--- src/sv/ipdq_pkg.sv ---
// Shared types and constants for the dotted-quad address checker.
`timescale 1ns / 1ps

package ipdq_pkg;

    // Character codes
    localparam logic [7:0] CHAR_DOT  = 8'h2E;
    localparam logic [7:0] CHAR_ZERO = 8'h30;
    localparam logic [7:0] CHAR_NINE = 8'h39;

    // Group limits and dot count of a complete address
    localparam logic [8:0]  GROUP_MAX    = 9'd255;
    localparam logic [8:0]  GROUP_SAT    = 9'd256;
    localparam logic [11:0] DECIMAL_BASE = 12'd10;
    localparam logic [1:0]  DOTS_NEEDED  = 2'd3;

    // Character classes
    localparam logic [1:0] KIND_DIGIT = 2'd0;
    localparam logic [1:0] KIND_DOT   = 2'd1;
    localparam logic [1:0] KIND_OTHER = 2'd2;

    // Queue between front and back
    localparam int Q_DEPTH = 2;
    localparam int Q_PTR_W = 1;
    localparam int Q_CNT_W = 2;

    // One classified character
    typedef struct packed {
        logic [1:0] kind;
        logic [3:0] digit;
        logic       last;
    } t_tok;

endpackage

--- src/sv/ipdq_back.sv ---
// Back end: tracks groups and dots, and registers the verdict on the last character.
`timescale 1ns / 1ps

module ipdq_back (
    input  logic           i_clk,
    input  logic           i_rst_n,
    input  logic           i_q_valid,
    input  ipdq_pkg::t_tok i_tok,
    output logic           o_pop,
    output logic           o_valid,
    input  logic           i_stall,
    output logic           o_valid_res
);

    logic [8:0]  r_group_value;
    logic        r_group_has_digit;
    logic [1:0]  r_dot_count;
    logic        r_failed;
    logic        r_out_valid;
    logic        r_out_res;

    logic [8:0]  n_group_value;
    logic        n_group_has_digit;
    logic [1:0]  n_dot_count;
    logic        n_failed;
    logic [11:0] acc;
    logic        ok;

    // Take an item unless it carries a verdict and the output is still held
    assign o_pop = i_q_valid && (!i_tok.last || !r_out_valid || !i_stall);

    assign acc = {3'b000, r_group_value} * ipdq_pkg::DECIMAL_BASE + {8'h00, i_tok.digit};

    // Next group state for the item at the queue head
    always_comb begin
        n_group_value     = r_group_value;
        n_group_has_digit = r_group_has_digit;
        n_dot_count       = r_dot_count;
        n_failed          = r_failed;
        unique case (i_tok.kind)
            ipdq_pkg::KIND_DIGIT: begin
                if (acc > {3'b000, ipdq_pkg::GROUP_SAT}) begin
                    n_group_value = ipdq_pkg::GROUP_SAT;
                end else begin
                    n_group_value = acc[8:0];
                end
                n_group_has_digit = 1'b1;
            end
            ipdq_pkg::KIND_DOT: begin
                if (!r_group_has_digit || r_group_value > ipdq_pkg::GROUP_MAX) begin
                    n_failed = 1'b1;
                end
                if (r_dot_count == ipdq_pkg::DOTS_NEEDED) begin
                    n_failed = 1'b1;
                end else begin
                    n_dot_count = r_dot_count + 2'd1;
                end
                n_group_value     = '0;
                n_group_has_digit = 1'b0;
            end
            default: begin
                n_failed = 1'b1;
            end
        endcase
    end

    assign ok = !n_failed && n_group_has_digit && (n_group_value <= ipdq_pkg::GROUP_MAX)
                && (n_dot_count == ipdq_pkg::DOTS_NEEDED);

    // Update group state; clear it after the last character
    always_ff @(posedge i_clk) begin
        if (!i_rst_n) begin
            r_group_value     <= '0;
            r_group_has_digit <= 1'b0;
            r_dot_count       <= '0;
            r_failed          <= 1'b0;
        end else if (o_pop) begin
            if (i_tok.last) begin
                r_group_value     <= '0;
                r_group_has_digit <= 1'b0;
                r_dot_count       <= '0;
                r_failed          <= 1'b0;
            end else begin
                r_group_value     <= n_group_value;
                r_group_has_digit <= n_group_has_digit;
                r_dot_count       <= n_dot_count;
                r_failed          <= n_failed;
            end
        end
    end

    // Hold the verdict until it is taken
    always_ff @(posedge i_clk) begin
        if (!i_rst_n) begin
            r_out_valid <= 1'b0;
        end else if (o_pop && i_tok.last) begin
            r_out_valid <= 1'b1;
        end else if (!i_stall) begin
            r_out_valid <= 1'b0;
        end
    end

    always_ff @(posedge i_clk) begin
        if (o_pop && i_tok.last) begin
            r_out_res <= ok;
        end
    end

    assign o_valid     = r_out_valid;
    assign o_valid_res = r_out_res;

endmodule

--- config.mk ---
export PLATFORM = sky130hd
export DESIGN_NAME = ipdq_back
export DESIGN_NICKNAME = d
export VERILOG_FILES = /design/src/sv/ipdq_pkg.sv /design/src/sv/ipdq_back.sv
export SDC_FILE = /design/constraint.sdc
export NUM_CORES = 1
export LEC_CHECK = 0
export ABC_AREA = 1
export BUFFER_PORTS_ARGS = -buffer_cell sky130_fd_sc_hd__buf_4
export CORE_MARGIN = 2
export CORE_UTILIZATION = 64
export DETAILED_ROUTE_END_ITERATION = 16
export HOLD_SLACK_MARGIN = 0.05
export PLACE_DENSITY = 0.9
export SLEW_MARGIN = 20
export SYNTH_ARGS = -nofsm -noshare
export SYNTH_HDL_FRONTEND = slang
export SYNTH_SLANG_ARGS = --single-unit
--- constraint.sdc ---
create_clock -name i_clk -period 4 [get_ports i_clk]
set_input_delay 0.4 -clock i_clk [delete_from_list [all_inputs] [get_ports i_clk]]
set_output_delay 0.4 -clock i_clk [all_outputs]
set_load 0.03 [all_outputs]
# [Yosys cells after proc, flatten, opt, wreduce, memory -nomap -nowiden]
# Index checks and enable logic that the tools add are counted.
[totals] register_bits=15 latch_bits=0 mem_bits_rw=0 romBits=0 in_bits=11 output_inout_bits=3 word_cells=44 memories=0
[classes] add_sub_neg=2 multipliers=1 div_mod_pow=0 magnitude_cmp=3 n_eq_ne=4 shift=0 muxes=14 n_bitwise=0 n_reduce_logical=14
[ops] op="$mux W9" n=2
[ops] op="$pmux W9 S2" n=1
[ops] op="$add A12 B4 Y12" n=1
[ops] op="$gt A12 B9 Y1 const B" n=1
[ops] op="$mul A9 B3 Y11 const B" n=1
[ops] op="$gt A9 B8 Y1 const B" n=1
[ops] op="$le A9 B8 Y1 const B" n=1
[ops] op="$mux W1" n=6
[ops] op="$mux W2" n=3
[ops] op="$logic_and A1 B1 Y1" n=5
[ops] op="$logic_not A1 Y1" n=5
[ops] op="$eq A2 B2 Y1 const B" n=2
[ops] op="$pmux W1 S2" n=2
[ops] op="$logic_or A1 B1 Y1" n=3
[ops] op="$add A2 B1 Y2 const B" n=1
[ops] op="$eq A2 B1 Y1 const B" n=1
[ops] op="$logic_not A2 Y1" n=1
[ops] op="$ne A2 B1 Y1 const B" n=1

# [Longest topological paths before layout]
# Gate-level depths: netlist of run 1.
[logic_depth] depth_word=9 depth_mapped=21

# [Least setup slack after synthesis of run 1]
# No wires, ideal clock.
[synth_path] path_type="flip-flop to flip-flop" from="register r_group_value[1]" to="register r_out_res, in the netlist o_valid_res, data pin" setup_ns=0.252 arrival_time_ns=2.281 t_required_ns=3.748 path_slack_ns=1.466 stages_incl_launch_ff=17 path_cell_list="dfxtp_1 -> ha_1 -> ha_1 -> inv_1 -> fa_1 -> xnor2_2 -> inv_1 -> nor2_2 -> nand2_1 -> nor2_2 -> nand3_1 -> nand2_1 -> nand2_2 -> nand3_1 -> nand2_1 -> nand2_1 -> nor2_1"
[synth_between] elab_chain_cells=9 elab_cells_between_ends=15 cone_classes="add/sub: 1; mul: 1; order compare: 3; mux: 5; reduce/logical: 5"
[synth_lines] element="from (decl)" line="ipdq_back.sv:15" rtl="logic [8:0] r_group_value;"
[synth_lines] element="from (signal assigned)" line="ipdq_back.sv:84" rtl="r_group_value <= n_group_value;"
[synth_lines] element="parallel branches: the longest is 7 deep, another holds $add A12 B4 Y12"
[synth_lines] element="$logic_and A1 B1 Y1 *" line="ipdq_back.sv:67" rtl="assign ok = !n_failed && n_group_has_digit && (n_group_value <= ipdq_pkg::GROUP_MAX)"
[synth_lines] element="$logic_and A1 B1 Y1 *" line="ipdq_back.sv:68" rtl="&& (n_dot_count == ipdq_pkg::DOTS_NEEDED);"
[synth_lines] element="via ok" line="ipdq_back.sv:27" rtl="logic ok;"
[synth_lines] element="to (signal assigned)" line="ipdq_back.sv:105" rtl="r_out_res <= ok;"
[synth_lines] element="to (decl)" line="ipdq_back.sv:20" rtl="logic r_out_res;"
# Mark *: on every way through the listed nets, which the timed path passes.
# A chain may end at the register's enable or synchronous reset.

# [Worst setup path after layout of run 1]
# Same ends and word-level chain as after synthesis.

==> reports/qor.yml, run 1 <==
global_routing:
  grtUsageTotal: 0.2681
  grt_max_degree: 15
  grt_antenna_before_repair: 0
  grt_first_pass_wirelength_um: 5892
  grt_pass1_vias: 1439
  grt-ovfl-total: 0
logic_synthesis:
  syn-cell-area_um2: 1650
  netlist_instances: 261
  synth_cell_types: 30
  avgSynthCellArea_um2: 6.323
  synth-warning-count: 0
  synth_fp_nets: 291
  synth-seq-cells: 15
  ys_seq_area_frac: 0.1880
sta:
  fin_tns_setup_ns: 0
  setup_viol: 0
  period_share: 0.7082
  rsz0062_at_grt: "no"
  fin_ws_ns: 1.167
  fmax_ghz: 0.3530
  slew_violations: 0
  finalHoldViolCount: 0
  tightest_slew_ns: 0.7334
  skew_ns: 0.008238
  post-route-min-period_ns: 2.833
  timing.slew.headroom: 0.5093
critical_path:
  cpMostUsedCell: "nand2_1"
  path_class: "reg2reg"
  crit_chain: "ha_1, ha_1, inv_1, fa_1, inv_1, nand2_1, nor2_2, nand2_1, nor2_2, nand3_1, nand2_1, nand2_2, nand3_1, nand2_1, nand2_1, nor2_1"
  endpoint_kind: "flop"
  worstPathArrival_ns: 2.89
  cp_slowest_cell: "fa_1"
  crit_fanout: 9
  worstSetupStartpointType: "flop"
  critPathRequiredTime_ns: 4.06
  cp_slowest_stage_delay_ns: 0.47
power:
  p_seq_frac: 0.533
  p_switching_w: 0.00008168
  leakagePower_nw: 0.9421
  p_sw_frac: 0.2798
  pwr-share-clk: 0.291
  peakVddDrop_uv: 270.7
  p_int_w: 0.0002102
  pwr_density_cell_nw_per_um2: 164.0
  total_power_w: 0.0002919
  comb_power_share: 0.176
clocking:
  cts.clk_slew.worst_paths_ns: 0.09
  numCtsBuffers: 3
  post_cts_resized: 0
  clk_latency_ns: 0.29
  h-tree-depth: 1
  ctsHoldBuffers: 0
  cts_buffer_depth: 2
  cts_setup_buffers: 0
  cts_root_buffer: "clkbuf_4"
  cts_sinks: 15
  cts_tree: "done"
cells_and_area:
  nFillCells: 210
  layout.nets: 306
  area_growth_syn_to_layout_pct: 7.885
  diodes: 0
  drive_gt1_frac: 0.1564
die:
  placement_rows: 18
  die_area_um2: 3001
  core_um2: 2455
  die_w_um: 54.78
  start_util: 0.6723
  num_io_pins: 14
  fp.dieH_um: 54.78
flow_run:
  max_cap_violations: 0
drt:
  first_pass_iters: 4
  wirelength_um: 3415
  drc: 0
  post_drt_via_cell_ratio: 5.285
  route.antenna.remaining_nets: 0
  vias: 1612
  wl_per_cell_um: 11.20
  drt_iter0_drc: 27
outcome:
  outcome: "finished, final reports clean"
placement:
  portBuffers: 13
  place_ws_ns: 1.189
  gp_congestion: 0.8633
  hpwl_um: 2823
worst_hold_path:
  min_path_type: "in2reg"
[power by group through the flow]
stage	combinational [W]	sequential (W)	clock (W)
floorplan	0.0000342	0.000160	0
global placement	0.0000502	0.000159	0
detailed placement	0.0000512	0.000159	0
CTS	0.0000514	0.000156	0.0000879
global route	0.0000585	0.000156	0.0000947
finish	0.0000513	0.000156	0.0000849
[critical path, delay by kind of cell (launching register included)]
kind,cells,cell delay [ns]
flip-flops,1,0.44
buffers and inverters,2,0.22
AND/OR/NAND/NOR,11,0.97
adder cells (fa/ha/maj),3,0.98
[registers in the layout, indices dropped and copies added, names as in the netlist]
register and cells:
r_failed 1, o_valid 1, r_group_has_digit 1, r_dot_count 2, r_group_value 9, o_valid_res 1
[synthesized netlist by cell type]
cell	count	area (µm²)
inv_1	33	123.9
ha_1	17	212.7
nand3_2	5	50.05
nor2_2	3	18.77
fa_1	2	40.04
nand3b_1	1	7.510
o21ai_1	1	5.000
nand3_1	23	115.1
o21ai_0	1	5.000
a221oi_1	1	8.760
buf_4	1	7.510
nor3_1	2	10.01
nor2_1	22	82.58
nand4_2	1	12.51
dfxtp_1	14	280.3
nand4_1	7	43.79
clkinv_1	1	3.750
edfxtp_1	1	30.03
nor2_8	1	20.02
buf_2	1	5.000
a21oi_1	11	55.05
nand2_1	91	341.6
clkbuf_8	2	27.53
xnor2_2	1	16.27
a21oi_2	4	35.03
or2_1	1	6.260
nand2_2	10	62.56
xor2_1	1	8.760
a21o_1	1	7.510
o31ai_1	1	7.510
[stage by stage]
step / hold slack, ns / area [µm²] / instances / util
6_report: 0.3216 / 1780 / 305 / 0.7253
5_1_grt: 0.3065 / 1780 / 305 / 0.7253
4_1_cts: 0.3159 / 1780 / 305 / 0.7253
3_5_place_dp: 0.4875 / 1753 / 301 / 0.7141
3_3_place_gp: 0.4792 / 1753 / 301 / 0.7141
2_1_floorplan: 0.4554 / 1650 / 261 / -
[path summary, 6_finish.rpt]
kind                                                      from                        endpoint  slack [ns]  depth (start not counted)
worst max register to register   r_group_value[1]$_SDFFE_PN0P_           o_valid_res$_DFFE_PP_        1.17                         16
worst min-delay path                                   i_rst_n            o_valid$_SDFFE_PN0P_        0.32                          3
worst max-delay path             r_group_value[1]$_SDFFE_PN0P_           o_valid_res$_DFFE_PP_        1.17                         16
worst min register to register  r_group_has_digit$_SDFFE_PN0P_  r_group_has_digit$_SDFFE_PN0P_        0.49                          2
[cell type report]
| class | count | area [µm²] | share of cell area |
|---|---|---|---|
| clock buffer | 3 | 22.52 | 0.01265 |
| clock inverter | 1 | 5.005 | 0.002811 |
| inverter | 34 | 127.6 | 0.07168 |
| multi-input combinational | 208 | 1172 | 0.6585 |
| sequential | 15 | 310.3 | 0.1743 |
| tap | 30 | 37.54 | 0.02108 |
| timing repair buffer | 14 | 105.1 | 0.05903 |
[layer usage]
layer / vias to the layer above / GRT usage / routed length (µm)
met4: 0 / 0.03333 / 25
met2: 31 / 0.4583 / 1635
met3: 4 / 0.05191 / 151
met5: - / 0 / 0
met1: 710 / 0.3548 / 1603
li1: 867 / - / -
[cells by family after synthesis]
family / count (synthesis) / synth area share
compound gates: 20 / 0.07505
xor+xnor: 2 / 0.01517
fa+ha+maj: 19 / 0.1531
buf+inv: 38 / 0.1016
flops: 15 / 0.1880
simple gates: 167 / 0.4670
[placed cells by master (no fill, tap or decap), drive strengths merged, types with 2 or more instances in the layout]
cell type  count
fa             2
buf           14
nand3         28
nor3           2
dfxtp         14
ha            17
clkinv         2
o21ai          2
a21oi         15
nand2        101
nand4          8
nor2          26
inv           33
clkbuf         3
(Power assumes the default switching activity.)
==> run 2: changes to the inputs <==
CORE_UTILIZATION = 54   (was 64)
PLACE_DENSITY = 0.81   (was 0.9)
clock period = 2.46 ns   (was 4 ns; I/O delays follow)
==> run 2 against run 1 <==
  * The run now ends with setup timing left
  * Utilization down 0.18 points
  * Sequential power up 62%
  * Register-to-register slack worse by 1.3 ns
  * Routed wire length increased by 27%
  * Total power rose by 73%
  * Clock skew is 0.0053 ns lower
  * Cell count rose by 8.9%
  * Clock power increased by 77%
  * Critical path type unchanged
  * Critical endpoint is now r_group_value[3]$_SDFFE_PN0P_
  * Largest cell class unchanged
==> reports/qor.yml, run 2 (synthesized netlist as in run 1, its figures left out) <==
sta:
  post-route-min-period_ns: 2.615  # was 2.833 ns
  rsz0062_at_grt: "yes"  # was no
  holdWs_ns: 0.1381  # was 0.3216 ns
  tightest_slew_ns: 0.5272  # was 0.7334 ns
  timing.slew.headroom: 0.6481  # was 0.5093
  period_share: 1.063  # was 0.7082
  fmax_ghz: 0.3825  # was 0.3530 GHz
  setup_viol: 10  # was 0
  finalHoldViolCount: 0  # unchanged
  fin_ws_ns: -0.1545  # was 1.167 ns
  skew_ns: 0.002925  # was 0.008238 ns
  slew_violations: 0  # unchanged
placement:
  place_area_um2: 1911  # was 1753 µm²
  portBuffers: 13  # unchanged
  hpwl_um: 2932  # was 2823 µm
  place_ws_ns: -0.1423  # was 1.189 ns
  dp_cells: 323  # was 301
  gp_congestion: 0.8425  # was 0.8633
clocking:
  cts_sinks: 15  # unchanged
  cts.clk_slew.worst_paths_ns: 0.10  # was 0.09 ns
  cts_tree: "done"  # unchanged
  cts_root_buffer: "clkbuf_4"  # unchanged
  h-tree-depth: 1  # unchanged
  clk_latency_ns: 0.29  # about the same
  ctsHoldBuffers: 0  # unchanged
  cts_buffer_depth: 2  # unchanged
  numCtsBuffers: 3  # unchanged
global_routing:
  grt_pass1_vias: 1664  # was 1,439
  grt_antenna_before_repair: 0  # unchanged
  grt_first_pass_wirelength_um: 6900  # was 5892 µm
  grt-ovfl-total: 0  # unchanged
  grtUsageTotal: 0.2528  # was 0.2681
  grt_max_degree: 15  # unchanged
die:
  placement_rows: 20  # was 18
  die_area_um2: 3514  # was 3001 µm²
  core_um2: 2978  # was 2455 µm²
  start_util: 0.5542  # was 0.6723
  num_io_pins: 14  # unchanged
  die_w_um: 59.28  # was 54.78 µm
  fp.dieH_um: 59.28  # was 54.78 µm
critical_path:
  cp-startpoint: "r_group_value[1]$_SDFFE_PN0P_"  # unchanged
  critPathRequiredTime_ns: 2.68  # was 4.06 ns
  endpoint_kind: "flop"  # unchanged
  worstPathArrival_ns: 2.84  # was 2.89 ns
  r2r_setup_slack_ns: -0.15  # was 1.17 ns
  crit_end: "r_group_value[3]$_SDFFE_PN0P_"  # was o_valid_res$_DFFE_PP_
  r2r-start: "r_group_value[1]$_SDFFE_PN0P_"  # unchanged
  worstSetupStartpointType: "flop"  # unchanged
  path_class: "reg2reg"  # unchanged
  timing.rr.end: "r_group_value[3]$_SDFFE_PN0P_"  # was o_valid_res$_DFFE_PP_
  reg2reg_depth: 17  # was 16
  crit_fanout: 8  # was 9
cells_and_area:
  top_register: "r_group_value"  # unchanged
  final_common_cell: "nand2_1"  # unchanged
  layout.nets: 330  # was 306
  area_growth_syn_to_layout_pct: 30.55  # was 7.885%
  final_cell_area_um2: 2155  # was 1780 µm²
  drive_gt1_frac: 0.3679  # was 0.1564
  diodes: 0  # unchanged
  reg_top3: "r_group_value: 9 flops, r_dot_count: 2 flops"  # unchanged
  fin_cells: 332  # was 305
  largest_register_ffs: 9  # unchanged
  final_cell_mix: "nand2_1 (78), buf_4 (37), inv_1 (27), nor2_1 (21), nand2_2 (20)"  # was nand2_1 (91), inv_1 (33), nand3_1 (23), nor2_1 (22), ha_1 (17)
flow_run:
  max_cap_violations: 0  # unchanged
power:
  leakagePower_nw: 1.081  # was 0.9421 nW
  pwr_density_cell_nw_per_um2: 233.8  # was 164.0 nW/µm²
  peakVddDrop_uv: 270.2  # was 270.7 µV
worst_hold_path:
  min_path_type: "in2reg"  # unchanged
drt:
  vias: 1761  # was 1,612
  drc: 0  # unchanged
  post_drt_via_cell_ratio: 5.304  # was 5.285
  drt_iter0_drc: 57  # was 27
  route.antenna.remaining_nets: 0  # unchanged
  wl_per_cell_um: 13.05  # was 11.20 µm
  wirelength_um: 4331  # was 3415 µm
  first_pass_iters: 5  # was 4
outcome:
  outcome: "finished, violations left"  # was finished, final reports clean
  violations: "setup timing"
run 2: critical path, cell delays in order (launching register included):
cell	delay, ns
dfxtp_2	0.35
ha_4	0.24
ha_4	0.15
inv_2	0.05
fa_2	0.46
inv_2	0.10
nand2_2	0.09
nand2_2	0.09
nand2_1	0.05
nor2_1	0.15
nand3_2	0.11
nand2_2	0.09
nand2_4	0.07
nor2_8	0.17
nand3_2	0.10
nand2_2	0.09
nand2_2	0.05
a21oi_2	0.12
run 2: worst min path at each step:
stage | start | to | depth (start not counted)
final | i_rst_n | o_valid$_SDFFE_PN0P_ | 3
after global routing | i_rst_n | o_valid$_SDFFE_PN0P_ | 3
after CTS | i_rst_n | o_valid$_SDFFE_PN0P_ | 3
after detailed placement | i_rst_n | o_valid$_SDFFE_PN0P_ | 3
after global placement | i_rst_n | o_valid$_SDFFE_PN0P_ | 3
after floorplan | i_rst_n | o_valid$_SDFFE_PN0P_ | 2
run 2: what timing repair did:
item,CTS,global route
endpoints found under the setup margin,10,10
pin swaps,14,25
cloned,1,0
gates resized for setup,19,27
buffers inserted,2,2
run 2: per-stage QoR:
stage | total power [W] | setup TNS (ns) | util
finish | 0.0005036 | -1.026 | 0.7235
global route | 0.0005189 | -2.469 | 0.7235
CTS | 0.0004938 | -0.6580 | 0.6887
detailed placement | 0.0003484 | -0.9960 | 0.6416
global placement | 0.0003471 | -0.4826 | 0.6416
floorplan | 0.0003166 | 0 | -
run 2: layer usage:
metal | up-vias | global-route usage | wire [µm]
met4 | 0 | 0.08766 | 68
met2 | 39 | 0.4349 | 2277
met1 | 796 | 0.3262 | 1829
met3 | 9 | 0.02620 | 156
li1 | 917 | - | -
met5 | - | 0 | 0
run 2: cell type report:
| cell class | count | area [µm²] |
|---|---|---|
| multi-input combinational | 209 | 1364 |
| fill | 236 | 823.3 |
| tap | 33 | 41.29 |
| clock inverter | 1 | 5.005 |
| timing repair buffer | 37 | 277.8 |
| sequential | 15 | 316.6 |
| inverter | 34 | 127.6 |
| clock buffer | 3 | 22.52 |
run 2: report_power, final:
group / internal [W] / switching [W]
clock: 0.0000605 / 0.0000895
sequential: 0.000250 / 0.00000304
combinational: 0.0000407 / 0.0000602
total: 0.000351 / 0.000153
